$ cat src/hw/rtl/gpio_ports_with_ping_echo_unit_assert.svh
// Assertion macros shared by the GPIO block with ping echo.
// Included by the modules that check their own logic; needs nothing else.
`ifndef GPIO_PORTS_WITH_PING_ECHO_UNIT_ASSERT_SVH
`define GPIO_PORTS_WITH_PING_ECHO_UNIT_ASSERT_SVH

// same-cycle implication, checked outside reset
`define GPE_ASSERT_NOW(lbl, clk, rst_n, ante, cons, msg) \
  lbl: assert property (@(posedge clk) disable iff (!rst_n) (ante) |-> (cons)) \
    else $error(msg);

// next-cycle implication, checked outside reset
`define GPE_ASSERT_NEXT(lbl, clk, rst_n, ante, cons, msg) \
  lbl: assert property (@(posedge clk) disable iff (!rst_n) (ante) |=> (cons)) \
    else $error(msg);

`endif

$ cat src/hw/rtl/gpe_pkg.sv
// Shared constants, opcodes and types for the GPIO block with ping echo.
// No dependencies; used by the interfaces, the echo unit and the top level.
package gpe_pkg;

  // block geometry
  localparam int PORT_COUNT      = 5;
  localparam int PORT_BITS       = 16;
  localparam int PING_PORT_INDEX = 0;
  localparam int ECHO_BIT        = 0;
  localparam int TRIGGER_BIT     = 1;
  localparam int TIME_BITS       = 32;

  // field widths, fixed by the item format
  localparam int OP_W    = 4;
  localparam int PORT_W  = 3;
  localparam int DATA_W  = 16;
  localparam int CFG_W   = 32;
  localparam int PADDR_W = 3;

  // port index width, at least one bit
  localparam int IDX_W = (PORT_COUNT > 1) ? $clog2(PORT_COUNT) : 1;

  // valid bits of a port
  localparam logic [DATA_W-1:0] PMASK = DATA_W'((32'h1 << PORT_BITS) - 1);

  // echo width: round(d * 148 / 16000), d in sixteenths of an inch
  localparam int          PROD_W      = 24;
  localparam int          DIST_SCALE  = 148;
  localparam int          DIST_ROUND  = 8000;
  localparam int          DIV_SHIFT   = 7;   // 16000 = 128 * 125
  localparam int          QUOT_IN_W   = PROD_W - DIV_SHIFT;
  localparam int          RECIP_W     = 18;
  localparam int          RECIP_SHIFT = 24;
  localparam logic [RECIP_W-1:0] RECIP_125 = 18'd134218;  // ceil(2^24 / 125)
  localparam int          WIDTH_W     = 10;

  // configuration register index (address bit 2)
  localparam logic CFG_IDX_DIST = 1'b0;

  typedef enum logic [OP_W-1:0] {
    OP_SETDIR   = 4'd0,
    OP_MKINPUT  = 4'd1,
    OP_MKOUTPUT = 4'd2,
    OP_READ     = 4'd3,
    OP_WRITE    = 4'd4,
    OP_SETBITS  = 4'd5,
    OP_CLRBITS  = 4'd6,
    OP_TOGGLE   = 4'd7,
    OP_DRIVE    = 4'd8,
    OP_GETLATCH = 4'd9,
    OP_TICK     = 4'd10
  } gpe_op_t;

  // strobes from the port logic to the echo unit
  typedef struct packed {
    logic tick;     // advance the millisecond counter
    logic arm;      // trigger rose: store the time and arm
    logic cfg_we;   // write the distance register
  } echo_ctrl_t;

endpackage

$ cat src/hw/rtl/gpe_ifs.sv
// Valid/ready channel interfaces for the GPIO block: request items in,
// result items out. Depends on gpe_pkg for the field widths.
interface gpe_in_if;
  import gpe_pkg::*;
  logic              valid;
  logic              ready;
  logic [OP_W-1:0]   opcode;
  logic [PORT_W-1:0] port;
  logic [DATA_W-1:0] pattern;
  logic [DATA_W-1:0] drive_mask;

  modport source (output valid, opcode, port, pattern, drive_mask, input ready);
  modport sink   (input valid, opcode, port, pattern, drive_mask, output ready);
endinterface

interface gpe_out_if;
  import gpe_pkg::*;
  logic              valid;
  logic              ready;
  logic [DATA_W-1:0] read_data;
  logic              error;

  modport source (output valid, read_data, error, input ready);
  modport sink   (input valid, read_data, error, output ready);
endinterface

$ cat src/hw/rtl/gpio_ports_with_ping_echo_unit.sv
// Top level of the multi-port GPIO block with simulated ping sensor.
// Depends on gpe_pkg, gpe_ifs, gpe_echo and the assertion header.
//
//   channel   direction  handshake           payload
//   in_bus    in         valid/ready         opcode, port, pattern, drive_mask
//   out_bus   out        valid/ready         read_data, error
//   cfg_*     in         APB write/read      ping_distance_sixteenths at 0x0
//
// One item per cycle while out_bus is ready: an item is registered on entry,
// then decoded and applied, and its result lands in the output register.
// A stalled result holds the output register and the entry register; in_bus
// stays ready while the entry register is empty or moving on.
// Synchronous active-low reset clears all port registers, the millisecond
// counter, the arm flag and the distance register.
`include "gpio_ports_with_ping_echo_unit_assert.svh"

module gpio_ports_with_ping_echo_unit (
  input  logic                          clk,
  input  logic                          rst_n,
  gpe_in_if.sink                        in_bus,
  gpe_out_if.source                     out_bus,
  input  logic                          cfg_psel,
  input  logic                          cfg_penable,
  input  logic                          cfg_pwrite,
  input  logic [gpe_pkg::PADDR_W-1:0]   cfg_paddr,
  input  logic [gpe_pkg::CFG_W-1:0]     cfg_pwdata,
  output logic [gpe_pkg::CFG_W-1:0]     cfg_prdata,
  output logic                          cfg_pready
);
  import gpe_pkg::*;

  // entry register
  logic              s1_valid_r;
  logic [OP_W-1:0]   s1_op_r;
  logic [PORT_W-1:0] s1_port_r;
  logic [DATA_W-1:0] s1_pat_r;
  logic [DATA_W-1:0] s1_mask_r;

  // result register
  logic              out_valid_r;
  logic [DATA_W-1:0] out_data_r;
  logic              out_err_r;
  logic [DATA_W-1:0] data_nxt;
  logic              err_nxt;

  // port state
  logic [DATA_W-1:0] dir_r [PORT_COUNT];
  logic [DATA_W-1:0] lat_r [PORT_COUNT];
  logic [DATA_W-1:0] pin_r [PORT_COUNT];

  logic              adv;
  logic              step;
  logic              port_ok;
  logic              is_ping;
  logic [IDX_W-1:0]  p_idx;
  logic [DATA_W-1:0] dir_sel, lat_sel, pin_sel, pins;
  logic [DATA_W-1:0] dir_nxt, lat_nxt, pin_nxt;
  logic              dir_we, lat_we, pin_we, lat_store;
  logic              echo;
  logic [DATA_W-1:0] dist_val;
  echo_ctrl_t        ectrl;

  // pipeline flow
  assign adv          = !out_valid_r || out_bus.ready;
  assign step         = s1_valid_r && adv;
  assign in_bus.ready = !s1_valid_r || adv;

  // hold the accepted item
  always_ff @(posedge clk) begin
    if (!rst_n) begin
      s1_valid_r <= 1'b0;
    end else if (in_bus.ready) begin
      s1_valid_r <= in_bus.valid;
    end
    if (in_bus.valid && in_bus.ready) begin
      s1_op_r   <= in_bus.opcode;
      s1_port_r <= in_bus.port;
      s1_pat_r  <= in_bus.pattern;
      s1_mask_r <= in_bus.drive_mask;
    end
  end

  // select the addressed port
  assign port_ok = {1'b0, s1_port_r} < (PORT_W+1)'(PORT_COUNT);
  assign p_idx   = s1_port_r[IDX_W-1:0];
  assign is_ping = s1_port_r == PORT_W'(PING_PORT_INDEX);
  assign dir_sel = dir_r[p_idx];
  assign lat_sel = lat_r[p_idx];
  assign pin_sel = pin_r[p_idx];

  // decode the operation
  always_comb begin
    dir_nxt   = dir_sel;
    lat_nxt   = lat_sel;
    pin_nxt   = pin_sel;
    dir_we    = 1'b0;
    lat_we    = 1'b0;
    lat_store = 1'b0;
    pin_we    = 1'b0;
    data_nxt  = '0;
    err_nxt   = 1'b0;
    pins      = pin_sel;
    if (is_ping) begin
      pins[ECHO_BIT] = echo;
    end
    unique case (gpe_op_t'(s1_op_r))
      OP_SETDIR: begin
        dir_nxt = s1_pat_r & PMASK;
        dir_we  = 1'b1;
      end
      OP_MKINPUT: begin
        dir_nxt = (dir_sel | s1_pat_r) & PMASK;
        dir_we  = 1'b1;
      end
      OP_MKOUTPUT: begin
        dir_nxt = dir_sel & ~s1_pat_r;
        dir_we  = 1'b1;
      end
      OP_READ: begin
        data_nxt = ((lat_sel & ~dir_sel) | (pins & dir_sel)) & PMASK;
      end
      OP_WRITE: begin
        lat_nxt   = s1_pat_r & PMASK;
        lat_we    = 1'b1;
        lat_store = 1'b1;
      end
      OP_SETBITS: begin
        lat_nxt   = (lat_sel | s1_pat_r) & PMASK;
        lat_we    = 1'b1;
        lat_store = 1'b1;
      end
      OP_CLRBITS: begin
        lat_nxt = lat_sel & ~s1_pat_r;
        lat_we  = 1'b1;
      end
      OP_TOGGLE: begin
        lat_nxt   = (lat_sel ^ s1_pat_r) & PMASK;
        lat_we    = 1'b1;
        lat_store = 1'b1;
      end
      OP_DRIVE: begin
        pin_nxt = ((pin_sel & ~s1_mask_r) | (s1_pat_r & s1_mask_r)) & PMASK;
        pin_we  = 1'b1;
      end
      OP_GETLATCH: begin
        data_nxt = lat_sel;
      end
      OP_TICK: begin
      end
      default: begin
      end
    endcase
    // invalid port: drop every update and flag it, except on tick and undefined opcodes
    if (!port_ok && (s1_op_r != OP_TICK) && (s1_op_r <= OP_GETLATCH)) begin
      err_nxt  = 1'b1;
      data_nxt = '0;
    end
  end

  // strobes to the echo unit
  assign ectrl.tick   = step && (s1_op_r == OP_TICK);
  assign ectrl.arm    = step && port_ok && is_ping && lat_store
                     && !lat_sel[TRIGGER_BIT] && lat_nxt[TRIGGER_BIT];
  assign ectrl.cfg_we = cfg_psel && cfg_penable && cfg_pwrite && cfg_pready
                     && (cfg_paddr[2] == CFG_IDX_DIST);

  // update the addressed port
  always_ff @(posedge clk) begin
    if (!rst_n) begin
      for (int i = 0; i < PORT_COUNT; i++) begin
        dir_r[i] <= '0;
        lat_r[i] <= '0;
        pin_r[i] <= '0;
      end
    end else if (step && port_ok) begin
      if (dir_we) begin
        dir_r[p_idx] <= dir_nxt;
      end
      if (lat_we) begin
        lat_r[p_idx] <= lat_nxt;
      end
      if (pin_we) begin
        pin_r[p_idx] <= pin_nxt;
      end
    end
  end

  // result register
  always_ff @(posedge clk) begin
    if (!rst_n) begin
      out_valid_r <= 1'b0;
    end else if (adv) begin
      out_valid_r <= s1_valid_r;
    end
    if (step) begin
      out_data_r <= data_nxt;
      out_err_r  <= err_nxt;
    end
  end

  assign out_bus.valid     = out_valid_r;
  assign out_bus.read_data = out_data_r;
  assign out_bus.error     = out_err_r;

  gpe_echo u_echo (
    .clk      (clk),
    .rst_n    (rst_n),
    .ctrl     (ectrl),
    .cfg_dist (cfg_pwdata[DATA_W-1:0]),
    .dist_val (dist_val),
    .echo     (echo)
  );

  // configuration read-back
  assign cfg_pready = 1'b1;
  assign cfg_prdata = (cfg_paddr[2] == CFG_IDX_DIST) ? CFG_W'(dist_val) : '0;

  `GPE_ASSERT_NEXT(a_step_gives_result, clk, rst_n, step,
                   out_valid_r, "applied item left no result")
  `GPE_ASSERT_NOW(a_error_reads_zero, clk, rst_n, out_valid_r && out_err_r,
                  out_data_r == '0, "error result carries data")
  `GPE_ASSERT_NOW(a_stall_means_full, clk, rst_n, !in_bus.ready,
                  s1_valid_r && out_valid_r, "input held off with room to spare")

endmodule

$ cat src/hw/rtl/gpe_echo.sv
// Ping echo unit: millisecond counter, trigger time, arm flag, target
// distance and echo window. Depends on gpe_pkg and the assertion header.
`include "gpio_ports_with_ping_echo_unit_assert.svh"

module gpe_echo (
  input  logic                      clk,
  input  logic                      rst_n,
  input  gpe_pkg::echo_ctrl_t       ctrl,
  input  logic [gpe_pkg::DATA_W-1:0] cfg_dist,
  output logic [gpe_pkg::DATA_W-1:0] dist_val,
  output logic                      echo
);
  import gpe_pkg::*;

  logic [TIME_BITS-1:0]               now_ms_r;
  logic [TIME_BITS-1:0]               rise_ms_r;
  logic                               armed_r;
  logic [DATA_W-1:0]                  dist_r;
  logic [PROD_W-1:0]                  prod_r;
  logic [PROD_W-1:0]                  prod_nxt;
  logic [QUOT_IN_W+RECIP_W-1:0]       quot_full;
  logic [WIDTH_W-1:0]                 quot;
  logic [WIDTH_W-1:0]                 width;
  logic [TIME_BITS-1:0]               diff;

  // scale the distance once, on the register write
  assign prod_nxt = PROD_W'(cfg_dist) * PROD_W'(DIST_SCALE) + PROD_W'(DIST_ROUND);

  // counter, trigger time, arm flag and distance
  always_ff @(posedge clk) begin
    if (!rst_n) begin
      now_ms_r  <= '0;
      rise_ms_r <= '0;
      armed_r   <= 1'b0;
      dist_r    <= '0;
      prod_r    <= PROD_W'(DIST_ROUND);
    end else begin
      if (ctrl.tick) begin
        now_ms_r <= now_ms_r + TIME_BITS'(1);
      end
      if (ctrl.arm) begin
        rise_ms_r <= now_ms_r;
        armed_r   <= 1'b1;
      end
      if (ctrl.cfg_we) begin
        dist_r <= cfg_dist;
        prod_r <= prod_nxt;
      end
    end
  end

  // divide by 16000: drop 7 bits, then multiply by the reciprocal of 125
  assign quot_full = (QUOT_IN_W+RECIP_W)'(prod_r[PROD_W-1:DIV_SHIFT])
                   * (QUOT_IN_W+RECIP_W)'(RECIP_125);
  assign quot      = quot_full[RECIP_SHIFT +: WIDTH_W];
  assign width     = (quot == '0) ? WIDTH_W'(1) : quot;

  // echo window: 0 < now - rise <= width
  assign diff = now_ms_r - rise_ms_r;
  assign echo = armed_r && (dist_r != '0) && (diff != '0)
             && (diff <= TIME_BITS'(width));
  assign dist_val = dist_r;

  `GPE_ASSERT_NEXT(a_tick_counts, clk, rst_n, ctrl.tick && !ctrl.arm,
                   now_ms_r == $past(now_ms_r) + TIME_BITS'(1), "tick did not advance time")
  `GPE_ASSERT_NEXT(a_arm_sticks, clk, rst_n, ctrl.arm,
                   armed_r && (rise_ms_r == $past(now_ms_r)), "arm did not store the time")
  `GPE_ASSERT_NOW(a_no_echo_idle, clk, rst_n, !armed_r || (dist_r == '0),
                  !echo, "echo high while disarmed or disabled")

endmodule
$ cat src/flat_wrapper.sv
// flat-port wrapper written by rule: the top's interface ports become plain ports
module gpio_ports_with_ping_echo_unit_flat import gpe_pkg::*;
  (clk, rst_n, cfg_psel, cfg_penable, cfg_pwrite, cfg_paddr, cfg_pwdata, cfg_prdata, cfg_pready, in_bus_valid, in_bus_opcode, in_bus_port, in_bus_pattern, in_bus_drive_mask, in_bus_ready, out_bus_valid, out_bus_read_data, out_bus_error, out_bus_ready);
  gpe_in_if in_bus_i ();
  gpe_out_if out_bus_i ();
  input  logic clk;
  input  logic rst_n;
  input  logic cfg_psel;
  input  logic cfg_penable;
  input  logic cfg_pwrite;
  input  logic [gpe_pkg::PADDR_W-1:0] cfg_paddr;
  input  logic [gpe_pkg::CFG_W-1:0] cfg_pwdata;
  output logic [gpe_pkg::CFG_W-1:0] cfg_prdata;
  output logic cfg_pready;
  input wire logic [$bits(in_bus_i.valid)-1:0] in_bus_valid;
  input wire logic [$bits(in_bus_i.opcode)-1:0] in_bus_opcode;
  input wire logic [$bits(in_bus_i.port)-1:0] in_bus_port;
  input wire logic [$bits(in_bus_i.pattern)-1:0] in_bus_pattern;
  input wire logic [$bits(in_bus_i.drive_mask)-1:0] in_bus_drive_mask;
  output wire logic [$bits(in_bus_i.ready)-1:0] in_bus_ready;
  output wire logic [$bits(out_bus_i.valid)-1:0] out_bus_valid;
  output wire logic [$bits(out_bus_i.read_data)-1:0] out_bus_read_data;
  output wire logic [$bits(out_bus_i.error)-1:0] out_bus_error;
  input wire logic [$bits(out_bus_i.ready)-1:0] out_bus_ready;
  assign in_bus_i.valid = in_bus_valid;
  assign in_bus_i.opcode = in_bus_opcode;
  assign in_bus_i.port = in_bus_port;
  assign in_bus_i.pattern = in_bus_pattern;
  assign in_bus_i.drive_mask = in_bus_drive_mask;
  assign in_bus_ready = in_bus_i.ready;
  assign out_bus_valid = out_bus_i.valid;
  assign out_bus_read_data = out_bus_i.read_data;
  assign out_bus_error = out_bus_i.error;
  assign out_bus_i.ready = out_bus_ready;
  gpio_ports_with_ping_echo_unit u_core (.clk(clk), .rst_n(rst_n), .in_bus(in_bus_i), .out_bus(out_bus_i), .cfg_psel(cfg_psel), .cfg_penable(cfg_penable), .cfg_pwrite(cfg_pwrite), .cfg_paddr(cfg_paddr), .cfg_pwdata(cfg_pwdata), .cfg_prdata(cfg_prdata), .cfg_pready(cfg_pready));
endmodule
$ cat config.mk
export PLATFORM = sky130hd
export DESIGN_NAME = gpio_ports_with_ping_echo_unit_flat
export DESIGN_NICKNAME = d
export VERILOG_FILES = /design/src/hw/rtl/gpe_pkg.sv /design/src/hw/rtl/gpe_ifs.sv /design/src/hw/rtl/gpio_ports_with_ping_echo_unit.sv /design/src/hw/rtl/gpe_echo.sv /design/src/flat_wrapper.sv
export VERILOG_INCLUDE_DIRS = /design/src /design/src/hw/rtl
export SDC_FILE = /design/constraint.sdc
export NUM_CORES = 1
export LEC_CHECK = 0
export BUFFER_PORTS_ARGS = -buffer_cell sky130_fd_sc_hd__buf_4
export CORE_ASPECT_RATIO = 0.9
export CORE_MARGIN = 2
export CORE_UTILIZATION = 35
export DETAILED_ROUTE_END_ITERATION = 6
export GPL_ROUTABILITY_DRIVEN = 1
export PLACE_DENSITY_LB_ADDON = 0.2
export REMOVE_ABC_BUFFERS = 1
export SETUP_SLACK_MARGIN = 0.02
export SLEW_MARGIN = 20
export SYNTH_ARGS = -nofsm -noshare
export SYNTH_HDL_FRONTEND = slang
export SYNTH_SLANG_ARGS = --single-unit
$ cat constraint.sdc
create_clock -name clk -period 17.5 [get_ports clk]
set_input_delay 3.5 -clock clk [delete_from_list [all_inputs] [get_ports clk]]
set_output_delay 3.5 -clock clk [all_outputs]
set_load 0.005 [all_outputs]
## Word-level counts from Yosys, hierarchy flattened

Memory sizes are Yosys's and may differ from the RTL's. A register that Yosys moved wholly into a read port is not among the register bits.
Index checks and enable logic that the tools add are counted.
Widths: inputs -> output; s select.

- Flip-flop bits (word level): 163
- Output and inout port bits: 52
- RAM bits: 240
- Word-level logic and storage cells: 120
- Memories kept: 3
- Input port bits: 81

- Reductions and logical operators: 33
- $lt $le $gt $ge: 3
- Bitwise gates (word level): 15
- Multiplexer cells: 37
- $add $sub $neg: 3
- Multiply operators: 2
- Eq/ne operators: 11

Memory list:

| name | words | bits a word | rd ports | clocked after Yosys merged registers in | write ports | RTL line | source |
|---|---|---|---|---|---|---|---|
| u_core.dir_r | 5 | 16 | 1 | 1 | 5 | gpio_ports_with_ping_echo_unit.sv:47 | `logic [DATA_W-1:0] dir_r [PORT_COUNT];` |
| u_core.lat_r | 5 | 16 | 1 | 1 | 5 | gpio_ports_with_ping_echo_unit.sv:48 | `logic [DATA_W-1:0] lat_r [PORT_COUNT];` |
| u_core.pin_r | 5 | 16 | 1 | 1 | 5 | gpio_ports_with_ping_echo_unit.sv:49 | `logic [DATA_W-1:0] pin_r [PORT_COUNT];` |

Operators by type and width:

| kind | count |
|---|---|
| $and 16x16->16 | 6 |
| $mux 16 | 5 |
| $or 16x16->16 | 4 |
| $pmux 16 s4 | 1 |
| $not 16->16 | 3 |
| $pmux 16 s3 | 1 |
| $reduce_or 16->1 | 3 |
| $mul 17x17->33 const B | 1 |
| $add 32x1->32 const B | 1 |
| $le 32x10->1 | 1 |
| $pmux 16 s2 | 1 |
| $reduce_bool 32->1 | 1 |
| $sub 32x32->32 | 1 |
| $add 24x13->24 const B | 1 |
| $mul 16x6->22 const B | 1 |
| $mux 1 | 22 |
| $mux 3 | 6 |
| $eq 4x3->1 const B | 4 |
| $logic_and 1x1->1 | 16 |
| $reduce_bool 16->1 | 1 |
| $xor 16x16->16 | 1 |
| $eq 4x4->1 const B | 3 |
| $logic_not 10->1 | 1 |
| $mux 10 | 1 |
| 12 further kinds | 18 |

## Longest topological paths before layout

Gate-level depths: netlist (run 1).

- Word-level depth: 9
- Mapped depth: 30
- Mapped depth without buffers: 30

## Hierarchy

From an unflattened synthesis (run 1), not the netlist that was laid out.

- Cell total of the unflattened synthesis: 2752
- Area, all modules: 31955.6 µm²

By module, submodules not included:

| module | area each (µm²) | cells an instance | instances |
|---|---|---|---|
| gpio_ports_with_ping_echo_unit | 20482.1 | 1379 | 1 |
| gpe_echo | 11473.5 | 1373 | 1 |

## Worst setup path after synthesis (run 1)

Ideal clock, no wire load.

- Path type: input port to output port
- Start: input port cfg_paddr[2] in the netlist's numbering
- End: output port cfg_prdata[10] in the netlist's numbering
- Arrival: 3838 ps
- Cell stages on the path: 2
- Setup slack: 10162 ps
- Buffers on the path: 1
- Path through: clkbuf_1 -> nor2b_1

- Longest elaborated chain between the ends: 1

RTL lines:

| item | RTL line | source |
|---|---|---|
| start: declaration | flat_wrapper.sv:11 | `input logic [gpe_pkg::PADDR_W-1:0] cfg_paddr;` |
| $mux 16 | gpio_ports_with_ping_echo_unit.sv:216 | `assign cfg_prdata = (cfg_paddr[2] == CFG_IDX_DIST) ? CFG_W'(dist_val) : '0;` |
| end: declaration | flat_wrapper.sv:13 | `output logic [gpe_pkg::CFG_W-1:0] cfg_prdata;` |

Every way passes these cells.

## Worst setup path after layout (run 1)

- Start: register u_core.u_echo.prod_r[13]
- End: register u_core.out_data_r[0] (netlist: u_core.out_bus.read_data[0]) (data pin)

- Longest elaborated chain between the ends: 9

RTL lines:

| item | RTL line | source |
|---|---|---|
| start: declaration | gpe_echo.sv:19 | `logic [PROD_W-1:0] prod_r;` |
| start signal: assignment | gpe_echo.sv:36 | `prod_r <= PROD_W'(DIST_ROUND);` |
| start signal: assignment | gpe_echo.sv:47 | `prod_r <= prod_nxt;` |
| $mul 17x17->33 (*) | gpe_echo.sv:54 | `* (QUOT_IN_W+RECIP_W)'(RECIP_125);` |
| $logic_not 10->1 | gpe_echo.sv:56 | `assign width = (quot == '0) ? WIDTH_W'(1) : quot;` |
| $mux 10 (*) | gpe_echo.sv:56 |  |
| $le 32x10->1 (*) | gpe_echo.sv:61 | `&& (diff <= TIME_BITS'(width));` |
| $logic_and 1x1->1 (*) | gpe_echo.sv:61 |  |
| $mux 1 (*) | gpio_ports_with_ping_echo_unit.sv:103 | `if (is_ping) begin` |
| $and 16x16->16 (*) | gpio_ports_with_ping_echo_unit.sv:120 | `data_nxt = ((lat_sel & ~dir_sel) \| (pins & dir_sel)) & PMASK;` |
| $or 16x16->16 (*) | gpio_ports_with_ping_echo_unit.sv:120 |  |
| $pmux 16 s2 (*) | gpio_ports_with_ping_echo_unit.sv:106 | `unique case (gpe_op_t'(s1_op_r))` |
| end signal: assignment | gpio_ports_with_ping_echo_unit.sv:196 | `out_data_r <= data_nxt;` |
| end: declaration | gpio_ports_with_ping_echo_unit.sv:41 | `logic [DATA_W-1:0] out_data_r;` |

Mark *: on every way between the ends. The rest lies on a longest branch, timed or not.
A chain may end at the register's enable or synchronous reset.

==> metrics, run 1 <==
status finished, final reports clean; pin count of the biggest net entering global routing 78; Filler Cell Count 8,539; layout cell share with drive strength beyond 1 12.4%; fin. max-slew vios 0; Clock Tree Root clkbuf_16; most frequent cells after synthesis 440 x edfxtp_1, 393 x nor2_1, 312 x inv_1; final worst slack 9.65 ns; via count 20,800; RSZ-0062 raised after global routing false; via/cell ratio 5.00; min-delay src u_core.u_echo.dist_val[15]; synth-to-layout area growth 13.8%; die area 91,900 sq um; Lkg Pwr 15.1 nW; post-cts repair resize count 0; fin crit period 7.85 ns; Hold EP u_core.u_echo.dist_val[15]; pin slew with the least headroom to its limit 1.17 ns; final hold viol count 0; Min-Delay Path Class reg2reg; TritonCTS buffer count 60; Chip Width 319 um; largest cells by area after synthesis edfxtp_1 42%, ha_1 10%, mux4_2 8.1%, dfxtp_1 6.6%, nor2_1 4.7%; grt ovf 0; r2r worst-path depth 30; Slowest cell on crit path dfxtp_1; routed wire length per instance 18.4 um; CTS HTree Levels 2; headroom to the max-slew limit 21.9%; worst vdd ir 82.5 uV; drt pass-1 iters 5; FF-to-FF End u_core.out_bus.read_data[0]; skew final 0.0659 ns; # DRC 0; post-synthesis instance total 2,724; WS Path Type reg2reg; fmax 127 MHz; Design Area, Final 35,700 sq um; Critical R2R Launch u_core.u_echo.prod_r[13]; IO Port Bufs 97; fin nets 3,340; final setup fails 0; CTS tree built; die span in y 288 um; GRT Total Usage 16.6%; Post-Syn Area 31,300 sq um; maxcap violations 0; post-synth top area share 42.2%; Placed Area 33,800 sq um; CTS hold repair buffers 0; worst slack, placed 9.62 ns; flop-to-flop setup slack 9.65 ns; total power 3.38 mW; initial DRC count 1,314; CTS Sinks 543; sequential element share of the synthesized area 48.8%; TNS Setup 0 ns; Post-synth top flop edfxtp_1; initial core utilization 35.2%; placed wire-length estimate 52,000 um; pwr/cell area 94.8 nW/um^2; setup repair bufs after CTS 0; syn avg cell area 11.5 sq um; CP peak stage delay 0.56 ns; Worst EP arrival 8.27 ns; Required @ worst endpoint 17.91 ns; number of global-route vias before repair 21,400; Clock Latency Late Sink 0.68 ns; Placeable Area 89,000 sq um; Hold Crit Depth 2; count of cell types in the netlist 81; I/O pin cnt 133; final WL 76,300 um; Row Count 104; first-pass GRT wire length 119,000 um; worst-path maximum fanout 7; EDFF count, synth 440; most common cell in the netlist edfxtp_1; FF+latch count, synth 543; fin crit share 44.9%; Async SR Flop Fraction 0%; clk buf depth 3; Crit. End Element flop; synth warn 0; GP Congestion 0.804; initial antenna violation count 2; area leader, netlist edfxtp_1; post-route ant nets 0; # diodes 0; Worst Setup Start Kind flop; Clock transition at path regs 0.06 ns
## placed cells by master (no fill, tap or decap), types with 5 or more instances in the layout
cell type  instances
and3_1            25
nor3b_1            5
xnor2_1           26
clkinv_2           9
nand2b_1           9
a2111oi_0          5
mux2i_1           84
mux2_2            22
a21oi_1          141
mux4_2           112
ha_1             259
o2111ai_1          6
dfxtp_1          100
xor2_1            46
inv_1            310
o21ai_0           50
nand4_1           20
edfxtp_1         440
nand2_1          174
conb_1           161
and2_1            11
nor4_1             9
or2_2              6
nand3_1           30
clkbuf_1          15
or3_1             16
nor3_1            27
clkbuf_16         60
a31oi_1           14
nor2_1           392
nor2b_1           27
o211ai_1          12
clkinv_1          13
o21a_1            18
o21ai_1           17
buf_4            122
a211oi_1          17
fa_1              55
a21o_1            30
## per-layer routing
metal	track usage (%)	up-vias	wire [um]
li1	-	9950	-
met4	5.22	0	2240
met3	2.57	118	4020
met1	21.1	10200	32700
met2	29.1	467	37400
met5	0	-	0
## power by group
part | leakage, nW | switching, mW | internal, mW | total (mW)
sequential | 5.29 | 0.0371 | 1.49 | 1.52
clock | 0.891 | 0.538 | 0.663 | 1.20
combinational | 8.93 | 0.392 | 0.266 | 0.658
## worst max-delay path: cells and delay by family (launching register included)
| family | cells | cell delay, ns |
|---|---|---|
| fa+ha+maj | 8 | 3.09 |
| compound gates | 13 | 2.91 |
| simple gates | 5 | 0.89 |
| flops | 1 | 0.56 |
| buf+inv | 4 | 0.21 |
## worst max-delay path by stage
| stage | startpoint | cells past startpoint | slack [ns] | to |
|---|---|---|---|---|
| after floorplan | flop | 8 | 9.55 | u_core.u_echo.rise_ms_r[0] |
| after global placement | out_bus_ready | 4 | 9.61 | in_bus_ready |
| after detailed placement | u_core.u_echo.prod_r[13] | 30 | 9.62 | u_core.out_bus.read_data[0] |
| after CTS | u_core.u_echo.prod_r[13] | 30 | 9.58 | u_core.out_bus.read_data[0] |
| after global routing | u_core.u_echo.prod_r[14] | 30 | 9.06 | u_core.out_bus.read_data[0] |
| final | u_core.u_echo.prod_r[13] | 30 | 9.65 | u_core.out_bus.read_data[0] |
## per-stage QoR
| stage | utilization, % | cells | hold slack (ns) |
|---|---|---|---|
| finish | 40.1 | 4157 | 0.486 |
| global route | 40.1 | 4157 | 0.499 |
| CTS | 40.1 | 4157 | 0.484 |
| detailed placement | 38.0 | 4049 | 0.466 |
| global placement | 38.0 | 4049 | 0.453 |
| floorplan | - | 2761 | 0.432 |
## state kept, by name, summed over array words and instances, names as in the netlist, 3 cells and up, named ones only
signal                    count
u_core.dir_r                128
u_core.lat_r                128
u_core.out_bus.read_data     16
u_core.p_idx                  3
u_core.pin_r                128
u_core.s1_mask_r             16
u_core.s1_op_r                4
u_core.s1_pat_r              16
u_core.u_echo.dist_val       16
u_core.u_echo.now_ms_r       32
u_core.u_echo.prod_r         17
u_core.u_echo.rise_ms_r      32
## logic make-up after synthesis
family                     Yosys count  share of synthesized area (%)
xor gates and xnor gates            72                           2.01
and+or+nand+nor                    780                           11.1
buffers and inverters              434                           5.45
muxes                              218                           11.5
other                                2                         0.0240
AOI/OAI and AO/OA                  361                           7.28
adders and majority gates          314                           13.9
DFF                                543                           48.8
## cell type report
cell class / count / area, sq um / share of cell area [%]
Clock inverter: 33 / 294 / 0.825
Sequential cell: 543 / 15300 / 42.9
Inverter: 312 / 1170 / 3.29
Tap cell: 1166 / 1460 / 4.09
Multi-Input combinational cell: 1906 / 15000 / 42.0
Timing Repair Buffer: 122 / 916 / 2.57
Clock buffer: 75 / 1560 / 4.37
Note: power is estimated with default switching activity, not from simulation.
==> run 2: changes to the inputs <==
--- a/config.mk
+++ b/config.mk
@@ -6,6 +6,7 @@
 export SDC_FILE = /design/constraint.sdc
 export NUM_CORES = 1
 export LEC_CHECK = 0
+export ABC_AREA = 1
 export BUFFER_PORTS_ARGS = -buffer_cell sky130_fd_sc_hd__buf_4
 export CORE_ASPECT_RATIO = 0.9
 export CORE_MARGIN = 2
==> constraint.sdc (replaced) <==
create_clock -name clk -period 8.2 [get_ports clk]
set_input_delay 1.64 -clock clk [delete_from_list [all_inputs] [get_ports clk]]
set_output_delay 1.64 -clock clk [all_outputs]
set_load 0.005 [all_outputs]
==> run 2 against run 1 <==
- first-iteration DRC count up 20%
- sequential power up 110%
- non-clock buffer count up 2
- die area up 3.8%
- register-to-register slack worse by 8.2 ns
- wire length up 15%
- flip-flop and latch count unchanged
- worst setup slack worse by 8.2 ns
- worst hold slack worse by 0.017 ns
- global-route usage up 1.5 points
- largest cell class unchanged
==> metrics, run 2 <==
status finished, final reports clean (unchanged); I/O pin cnt 133 (unchanged); flop-to-flop setup slack 1.48 ns (was 9.65 ns); final WL 87,900 um (was 76,300 um); CTS hold repair buffers 0 (unchanged); die span in y 293 um (was 288 um); post-cts repair resize count 0 (unchanged); Crit. End Element flop (unchanged); placed wire-length estimate 59,800 um (was 52,000 um); synth-to-layout area growth 13.4% (was 13.8%); most frequent cells after synthesis 745 x nor2_1, 613 x nand2_1, 490 x inv_1 (was 440 x edfxtp_1, 393 x nor2_1, 312 x inv_1); Clock Tree Root clkbuf_16 (unchanged); routed wire length per instance 16.6 um (was 18.4 um); TNS Setup 0 ns (unchanged); most common cell in the netlist nor2_1 (was edfxtp_1); skew final 0.0489 ns (was 0.0659 ns); maxcap violations 0 (unchanged); Min-Delay Path Class reg2reg (unchanged); Post-synth top flop edfxtp_1 (unchanged); via/cell ratio 4.84 (was 5.00); synth warn 0 (unchanged); count of cell types in the netlist 46 (was 81); CP peak stage delay 0.59 ns (was 0.56 ns); worst vdd ir 141 uV (was 82.5 uV); Chip Width 325 um (was 319 um); initial antenna violation count 0 (was 2); TritonCTS buffer count 56 (was 60); post-route ant nets 0 (unchanged); commonest non-fill, non-tap cell in the layout nor2_1 (was edfxtp_1); final hold viol count 0 (unchanged); Clock Latency Late Sink 0.64 ns (was 0.68 ns); Hold Crit Depth 2 (unchanged); syn avg cell area 8.55 sq um (was 11.5 sq um); GRT Total Usage 18.1% (was 16.6%); largest cells by area after synthesis edfxtp_1 41%, ha_1 10%, nor2_1 8.6%, nand2_1 7.1%, dfxtp_1 6.3% (was edfxtp_1 42%, ha_1 10%, mux4_2 8.1%, dfxtp_1 6.6%, nor2_1 4.7%); EDFF count, synth 440 (unchanged); final core utilization 39.9% (was 40.1%); Async SR Flop Fraction 0% (unchanged); FF+latch count, synth 543 (unchanged); headroom to the max-slew limit 26.2% (was 21.9%); GP Congestion 0.837 (was 0.804); Worst Setup Start Kind flop (unchanged); crit-path most repeated cell nand2_1; initial core utilization 35.2% (about the same); worst-path maximum fanout 7 (unchanged); pin count of the biggest net entering global routing 123 (was 78); Lkg Pwr 16.5 nW (was 15.1 nW); fmax 149 MHz (was 127 MHz); initial DRC count 1,579 (was 1,314); layout cell share with drive strength beyond 1 7.06% (was 12.4%); Required @ worst endpoint 8.69 ns (was 17.91 ns); pin slew with the least headroom to its limit 1.10 ns (was 1.17 ns); post-synthesis instance total 3,801 (was 2,724); fin crit period 6.72 ns (was 7.85 ns); IO Port Bufs 97 (unchanged); Post-Syn Area 32,500 sq um (was 31,300 sq um); drt pass-1 iters 5 (unchanged); Clock transition at path regs 0.06 ns (about the same); area leader, netlist edfxtp_1 (unchanged); CTS HTree Levels 2 (unchanged); grt ovf 0 (unchanged); Placeable Area 92,400 sq um (was 89,000 sq um); # DRC 0 (unchanged); post-synth top area share 40.6% (was 42.2%); r2r worst-path depth 40 (was 30); Largest regs u_core.dir_r (128), u_core.lat_r (128), u_core.pin_r (128) (unchanged); fin crit share 82.0% (was 44.9%); final setup fails 0 (unchanged); die area 95,300 sq um (was 91,900 sq um); fin. max-slew vios 0 (unchanged); RSZ-0062 raised after global routing false (unchanged); sequential element share of the synthesized area 47.0% (was 48.8%); most frequent cells in the layout 745 x nor2_1, 613 x nand2_1, 486 x inv_1 (was 440 x edfxtp_1, 392 x nor2_1, 310 x inv_1); Filler Cell Count 9,510 (was 8,539); number of global-route vias before repair 24,400 (was 21,400); fin nets 4,390 (was 3,340); CTS tree built (unchanged); WS Path Type reg2reg (unchanged); Slowest cell on crit path dfxtp_1 (unchanged); Worst EP arrival 7.21 ns (was 8.27 ns); clk buf depth 3 (unchanged); via count 25,600 (was 20,800); first-pass GRT wire length 136,000 um (was 119,000 um); pwr/cell area 201 nW/um^2 (was 94.8 nW/um^2); Row Count 106 (was 104); setup repair bufs after CTS 0 (unchanged); CTS Sinks 543 (unchanged)
-- run 2: per-layer routing --
metal	routed length, um	track usage [%]	vias up
li1	-	-	12800
met1	40600	24.6	12100
met2	40900	30.7	565
met3	4500	2.17	112
met4	1880	4.64	0
met5	0	0	-
-- run 2: cell families (layout without fill, tap and decap cells) --
kind of cell    after synthesis  count (layout)  share of synthesized area [%]
simple gates               1566            1566                           19.4
buf+inv                     691             770                           8.24
compound gates              651             651                           11.1
flops                       543             543                           47.0
fa+ha+maj                   314             314                           13.4
xor+xnor                     34              34                          0.916
other cells                   2             162                         0.0231
-- run 2: area by class of cell --
class | count | area [sq um] | share of cell area [%]
inverters | 544 | 2050 | 5.56
diodes | 1 | 2.50 | 0.00679
clock buffers | 70 | 1490 | 4.05
well taps | 1242 | 1550 | 4.22
multi-input cells | 2726 | 15200 | 41.1
repair buffers | 124 | 931 | 2.53
clock inverters | 32 | 390 | 1.06
flip-flops and latches | 543 | 15300 | 41.5
-- run 2: worst paths after layout --
check | startpoint | end
worst max register to register | u_core.u_echo.prod_r[14] | u_core.out_bus.read_data[0]
worst min-delay path | u_core.u_echo.rise_ms_r[22] | u_core.u_echo.rise_ms_r[22]
worst max-delay path | u_core.u_echo.prod_r[14] | u_core.out_bus.read_data[0]
worst min register to register | u_core.u_echo.rise_ms_r[22] | u_core.u_echo.rise_ms_r[22]
-- run 2: worst max-delay path, delay by kind of cell (launching register included) --
family	cells	cell delay, ns
AOI/OAI and AO/OA	2	0.24
and+or+nand+nor	24	2.39
xor gates and xnor gates	1	0.10
adders and majority gates	8	3.02
DFF	1	0.59
buffers and inverters	5	0.24
-- run 2: power breakdown --
part	total (mW)	leakage, nW	switching [mW]	internal, mW
registers	3.23	5.29	0.0635	3.16
clock network	2.65	0.923	1.11	1.54
logic	1.54	10.3	1.05	0.488
total	7.42	16.5	2.23	5.19
-- run 2: stage by stage --
step	std cells	instance area [sq um]	setup slack [ns]	hold WS, ns	power, mW
floorplan	3813	32500	0.0772	0.441	4.36
detailed placement	5179	35000	1.44	0.456	4.83
CTS	5281	36900	1.46	0.471	7.50
global placement	5179	35000	1.37	0.450	4.83
finish	5282	36900	1.48	0.469	7.42
global route	5281	36900	0.819	0.482	7.84
